`src/rtl/gcs_pkg.sv`:
```
// Shared constants and types for the grid canvas stamper.
`timescale 1ns / 1ps
package gcs_pkg;

  localparam int unsigned CanvasMaxWidthDef  = 1024;
  localparam int unsigned CanvasMaxHeightDef = 1024;

  localparam int unsigned CellW   = 8;
  localparam int unsigned CfgIdxW = 3;
  localparam int unsigned CfgDatW = 32;

  // Divider geometry for the offset rounding: (2|num| + res) / (2 res)
  localparam int unsigned DivNumW = 34;
  localparam int unsigned DivDenW = 32;

  typedef enum logic [1:0] {
    OP_HEADER = 2'd0,
    OP_CELL   = 2'd1,
    OP_READ   = 2'd2,
    OP_NONE   = 2'd3
  } op_e;

  typedef enum logic [2:0] {
    ST_OK       = 3'd0,
    ST_RES_MISS = 3'd1,
    ST_BAD_SIZE = 3'd2,
    ST_CLIPPED  = 3'd3,
    ST_NO_FRAME = 3'd4
  } status_e;

  typedef enum logic [CfgIdxW-1:0] {
    REG_CANVAS_W  = 3'd0,
    REG_CANVAS_H  = 3'd1,
    REG_CELL_RES  = 3'd2,
    REG_ORIGIN_X  = 3'd3,
    REG_ORIGIN_Y  = 3'd4,
    REG_SPAWN_X   = 3'd5,
    REG_SPAWN_Y   = 3'd6
  } reg_idx_e;

  // Divider handshake toward the top level
  typedef struct packed {
    logic               done;
    logic [DivNumW-1:0] quot;
  } div_rsp_t;

endpackage

```
`src/rtl/gcs_div.sv`:
```
// Restoring radix-2 divider, one quotient bit per cycle.
`timescale 1ns / 1ps
module gcs_div (
  input  logic                        clk_i,
  input  logic                        rst_ni,
  input  logic                        start_i,
  input  logic [gcs_pkg::DivNumW-1:0] dividend_i,
  input  logic [gcs_pkg::DivDenW-1:0] divisor_i,
  output gcs_pkg::div_rsp_t           rsp_o
);
  import gcs_pkg::*;

  localparam int unsigned CntW = $clog2(DivNumW + 1);

  logic [DivNumW-1:0] num_q;
  logic [DivNumW-1:0] quot_q;
  logic [DivDenW:0]   rem_q;
  logic [DivDenW-1:0] den_q;
  logic [CntW-1:0]    cnt_q;
  logic               run_q;
  logic               done_q;

  logic [DivDenW:0]   shifted;
  logic [DivDenW:0]   diff;
  logic               fits;

  assign shifted = {rem_q[DivDenW-1:0], num_q[DivNumW-1]};
  assign diff    = shifted - {1'b0, den_q};
  assign fits    = shifted >= {1'b0, den_q};

  always_ff @(posedge clk_i or negedge rst_ni) begin
    if (!rst_ni) begin
      run_q  <= 1'b0;
      done_q <= 1'b0;
      cnt_q  <= '0;
    end else begin
      done_q <= 1'b0;
      if (start_i) begin
        run_q <= 1'b1;
        cnt_q <= CntW'(DivNumW);
      end else if (run_q) begin
        cnt_q <= cnt_q - 1'b1;
        if (cnt_q == CntW'(1)) begin
          run_q  <= 1'b0;
          done_q <= 1'b1;
        end
      end
    end
  end

  always_ff @(posedge clk_i) begin
    if (start_i) begin
      num_q  <= dividend_i;
      den_q  <= divisor_i;
      rem_q  <= '0;
      quot_q <= '0;
    end else if (run_q) begin
      num_q  <= {num_q[DivNumW-2:0], 1'b0};
      rem_q  <= fits ? diff : shifted;
      quot_q <= {quot_q[DivNumW-2:0], fits};
    end
  end

  assign rsp_o.done = done_q;
  assign rsp_o.quot = quot_q;

endmodule

```
`config.mk`:
```
export PLATFORM = sky130hd
export DESIGN_NAME = gcs_div
export DESIGN_NICKNAME = d
export VERILOG_FILES = /design/src/rtl/gcs_pkg.sv /design/src/rtl/gcs_div.sv
export SDC_FILE = /design/constraint.sdc
export NUM_CORES = 1
export LEC_CHECK = 0
export ABC_AREA = 1
export BUFFER_PORTS_ARGS = -buffer_cell sky130_fd_sc_hd__buf_2
export CORE_MARGIN = 3
export CORE_UTILIZATION = 63
export DETAILED_ROUTE_END_ITERATION = 12
export HOLD_SLACK_MARGIN = 0.1
export PLACE_DENSITY = 0.86
export SYNTH_ARGS = -nofsm -noshare
export SYNTH_HDL_FRONTEND = slang
export SYNTH_SLANG_ARGS = --single-unit
```
`constraint.sdc`:
```
create_clock -name clk_i -period 3.37 [get_ports clk_i]
set_input_delay 0.8425 -clock clk_i [delete_from_list [all_inputs] [get_ports clk_i]]
set_output_delay 0.8425 -clock clk_i [all_outputs]
set_load 0.05 [all_outputs]
```
# ---- Word level (Yosys, flattened, before mapping)
# Cells that the tools add are included.
dict set report word_totals {
  in_bits 69
  wordCells 23
  regBits 140
  output_inout_bits 35
}
dict set report op_classes {
  n_lt_le_gt_ge 1
  n_addsub 2
  n_mux 11
  eq_ne 1
  n_reduce_logical 1
}
# operator count
set op_table {}
lappend op_table {{two-way mux 34 bit} 2}
lappend op_table {{greater-or-equal comparator 33 x 32 -> 1 bit} 1}
lappend op_table {{two-way mux 32 bit} 1}
lappend op_table {{subtractor 32 bit} 1}
lappend op_table {{two-way mux 6 bit} 2}
lappend op_table {{== test 6 x 1 -> 1 bit (second input constant)} 1}
lappend op_table {{two-way mux 1 bit} 6}
lappend op_table {{subtractor 6 x 1 -> 6 bit (second input constant)} 1}
lappend op_table {{nonzero test 2 bit} 1}

# ---- Logic depth before layout (Yosys ltp)
dict set report depth {
  word_depth 4
  ltp_mapped 18
  ltp_nobuf 16
}

# ---- Worst setup path after synthesis
# No wires, ideal clock.
dict set report synth_path {
  kind {in2reg}
  from {in start_i}
  to {reg num_q[0], enable pin}
  slack_ns 0.470
  arrival_ns 2.489
  path_buffers 2
  t_required_ns 2.958
  stages 4
  setup_time_ns 0.412
  cell_sequence {clkbuf_1 -> nor2_1 -> clkinv_1 -> clkbuf_1}
}
dict set report synth_via {
  elab_chain_cells 1
}
# item line
set synth_lines {}
lappend synth_lines {{start: declaration} gcs_div.sv:6} ;# input logic start_i,
lappend synth_lines {{nonzero test 2 bit (no line)} --}
lappend synth_lines {{end signal: assignment} gcs_div.sv:53} ;# num_q <= dividend_i;
lappend synth_lines {{end signal: assignment} gcs_div.sv:58} ;# num_q <= {num_q[DivNumW-2:0], 1'b0};
lappend synth_lines {{end: declaration} gcs_div.sv:15} ;# logic [DivNumW-1:0] num_q;
# No other way between the ends.
# A chain may end at the register's enable or synchronous reset.

==> impl_metrics.py <==
metrics = {
    "run_status": {
        "run_status": "completed",
    },
    "pwr": {
        "p_int_w": 0.00405,
        "power_frac_clock": 0.266,
        "share_seq_of_total_power": 0.321,
        "p_sw_frac": 0.414,
        "power_per_cell_area_nw_per_um2": 748,
        "comb_power_share": 0.413,
        "worst_ir_drop_vdd_v": 0.000511,
        "final_total_pwr_w": 0.00692,
        "p_leak_nw": 4.94,
        "p_switching_w": 0.00287,
    },
    "critical_path": {
        "startpoint_class": "flop",
        "worstReg2RegEnd": "quot_q[11]$_SDFFE_PP0P_",
        "criticalPathCategory": "flop to flop",
        "crit_path_top_delay_cell": "nor2_1",
        "cell_count_of_the_worst_reg_to_reg_path": 4,
        "rr_startpoint": "run_q$_DFF_PN0_",
        "max_stage_delay_ns": 0.89,
        "critical_path_required_ns": 3.70,
        "worstPathArrival_ns": 2.99,
        "delay_heaviest_family_cp": "buffers and inverters",
        "timing.critical_path.fanout_max": 32,
        "critical_path_cell_sequence": "inv_2 -> nor2_1 -> inv_1 -> o22ai_1",
        "worstPathBufferInverterCount": 2,
        "worstSetupEndpointType": "flop",
        "setup.reg_to_reg.worst_slack_ns": 0.71,
    },
    "floorplan": {
        "core_area_um2": 12300,
        "die_area_um2": 14200,
        "std_cell_rows": 40,
        "chipWidth_um": 119,
        "io_pins": 104,
        "start_util": 0.656,
        "fp.dieH_um": 119,
    },
    "timing": {
        "clock_skew_ns": 0.0139,
        "rsz0062_at_grt": "no",
        "period_minus_slack_ns": 2.66,
        "postLayoutSetupSlackWorst_ns": 0.713,
        "worst-slew-pin-transition_ns": 1.09,
        "fin_tns_setup_ns": 0,
        "slew_headroom": 0.270,
        "fmax_mhz": 376,
        "final_min_period_over_clock_period": 0.788,
        "hold_viol_final": 0,
        "setup_violations": 0,
        "final-max-slew-violation-count": 0,
    },
    "synthesis": {
        "netlist_instances": 1092,
        "synth_largest_area_cell": "edfxtp_1",
        "yosysTopAreaCellShare": 0.246,
        "synthDistinctLibCells": 41,
        "post_synth_xor_area_fraction": 0.00980,
        "synth_top_family_by_area": "simple AND/OR/NAND/NOR gates",
        "seq_area_frac_synth": 0.435,
        "synth_top_cells_by_area": "edfxtp_1 (25%), nand2_1 (18%), dfxtp_1 (16%)",
        "post_synth_fa_ha_maj_area_fraction": 0.0554,
        "synth_fp_nets": 1196,
        "synth_area_per_cell_um2": 7.37,
        "yosys-mux-area-fraction": 0,
        "synth_compound_area_frac": 0.0644,
        "simple_gate_portion_of_the_synthesized_area": 0.319,
        "postSynthRegisterBits": 140,
        "netlist_area_um2": 8050,
        "synthesis.yosys.warnings": 0,
    },
    "final_layout": {
        "fin_nets": 1292,
        "antenna_cells_inserted": 0,
        "final_common_cell": "nand2_1",
        "final_cell_area_um2": 9250,
        "layout.cells.most_common_list": "nand2_1 (383), inv_1 (195), buf_2 (103)",
        "final_cells": 1369,
        "drive_above_1_share": 0.149,
        "layout-area-overhead-vs-synth_pct": 15.0,
    },
    "clocking": {
        "clk_latency_ns": 0.43,
        "post-cts-setup-buffer-count": 0,
        "post_cts_resized": 0,
        "cts.htree.levels": 4,
        "tritoncts": "done",
        "holdBufCountCts": 0,
        "cts_buffer_depth": 2,
        "clkSlewWorstSetupHoldPaths_ns": 0.06,
        "numClockSinks": 140,
        "master_cell_of_the_clock_root_buffer": "clkbuf_16",
        "tritoncts.num_buffers": 17,
    },
    "route": {
        "final_antenna_net_count": 0,
        "drt_drc_violations_left": 0,
        "vias_per_cell": 5.33,
        "avgRoutedWirePerCell_um": 15.1,
        "drt_iter0_drc": 606,
        "drt-pass1-iter-count": 7,
        "detailroute.via_count": 7298,
        "postRouteWirelength_um": 20600,
    },
    "min_path": {
        "worstHoldPathType": "input pin to asynchronous set/reset pin",
    },
    "global_routing": {
        "grt_use_total": 0.299,
        "gr-total-overflow": 0,
        "grt.met3_usage": 0.0831,
        "grt_antenna_before_repair": 0,
        "global_route.usage.met1": 0.377,
        "grt_max_degree": 48,
        "grt_pass1_wl_um": 33800,
        "grt_busiest_layer": "met2",
        "first_global_vias": 6992,
        "met2_usage": 0.491,
    },
    "placement": {
        "gp_congestion": 0.918,
        "placed_instance_area_um2": 8670,
        "place.port_buffers": 103,
        "hpwl_um": 14600,
        "dp.cells": 1337,
        "pre_cts_slack_ns": 0.321,
    },
    "run": {
        "max_cap_check_violation_count": 0,
    },
}
## synth_stat cells (all sizes together)
cell,number
ha,34
nand4,30
fa,1
dfrtp,8
nand3b,1
nand2,393
o21ai,23
or2,2
nor2,71
or3b,1
nor3,5
nor4,3
a21oi,29
clkinv,2
buf,16
edfxtp,66
o211ai,1
nand3,78
dfxtp,66
clkbuf,17
xor2,9
inv,197
and2,1
a22oi,1
o21bai,6
o22ai,31
## cells by family after synthesis
kind of cell,after synthesis
xor gates and xnor gates,9
and+or+nand+nor,585
buffers and inverters,232
DFF,140
AOI/OAI and AO/OA,91
adders and majority gates,35
## metrics by stage
stage,hold WS [ns],util
floorplan,0.445,-
global placement,0.438,0.707
detailed placement,0.442,0.707
CTS,0.240,0.754
global route,0.242,0.754
finish,0.247,0.754
## worst max path at each step
stage,startpoint,endpoint,cells past startpoint
2_1_floorplan,start_i,num_q[0]$_SDFFCE_PN0P_,4
3_3_place_gp,start_i,quot_q[33]$_SDFFE_PP0P_,4
4_1_cts,run_q$_DFF_PN0_,quot_q[11]$_SDFFE_PP0P_,4
5_1_grt,run_q$_DFF_PN0_,quot_q[33]$_SDFFE_PP0P_,4
3_5_place_dp,start_i,quot_q[28]$_SDFFE_PP0P_,4
6_report,run_q$_DFF_PN0_,quot_q[11]$_SDFFE_PP0P_,4
## sequential cells by signal, summed over array words and instances, names as in the netlist
register  cells
num_q        34
run_q         1
done_q        1
cnt_q         6
den_q        32
quot_q       34
rem_q        32
## metal layers
layer | share of wire | up-vias
li1 | - | 3648
met1 | 0.42 | 3318
met2 | 0.47 | 286
met3 | 0.078 | 46
met4 | 0.025 | 0
met5 | 0 | -
## worst register-to-register path, stage by stage, from the launching register on
cell,delay (ns)
dfrtp_1,0.36
inv_2,0.20
nor2_1,0.90
inv_1,0.76
o22ai_1,0.34
## cell type report
class,count,area (um2)
clock inverter,11,93.8
timing repair buffer,110,593
tap,168,210
fill,935,3010
clock buffer,21,492
inverter,199,747
multi-input combinational,720,3610
sequential,140,3500
## power groups by stage
stage | logic, W | clock network, W | registers, W
2_1_floorplan | 0.00219 | 0 | 0.00223
6_report | 0.00286 | 0.00184 | 0.00222
5_1_grt | 0.00323 | 0.00193 | 0.00225
3_3_place_gp | 0.00273 | 0 | 0.00224
4_1_cts | 0.00282 | 0.00185 | 0.00222
3_5_place_dp | 0.00277 | 0 | 0.00225
Power figures use the tool's default switching activity.
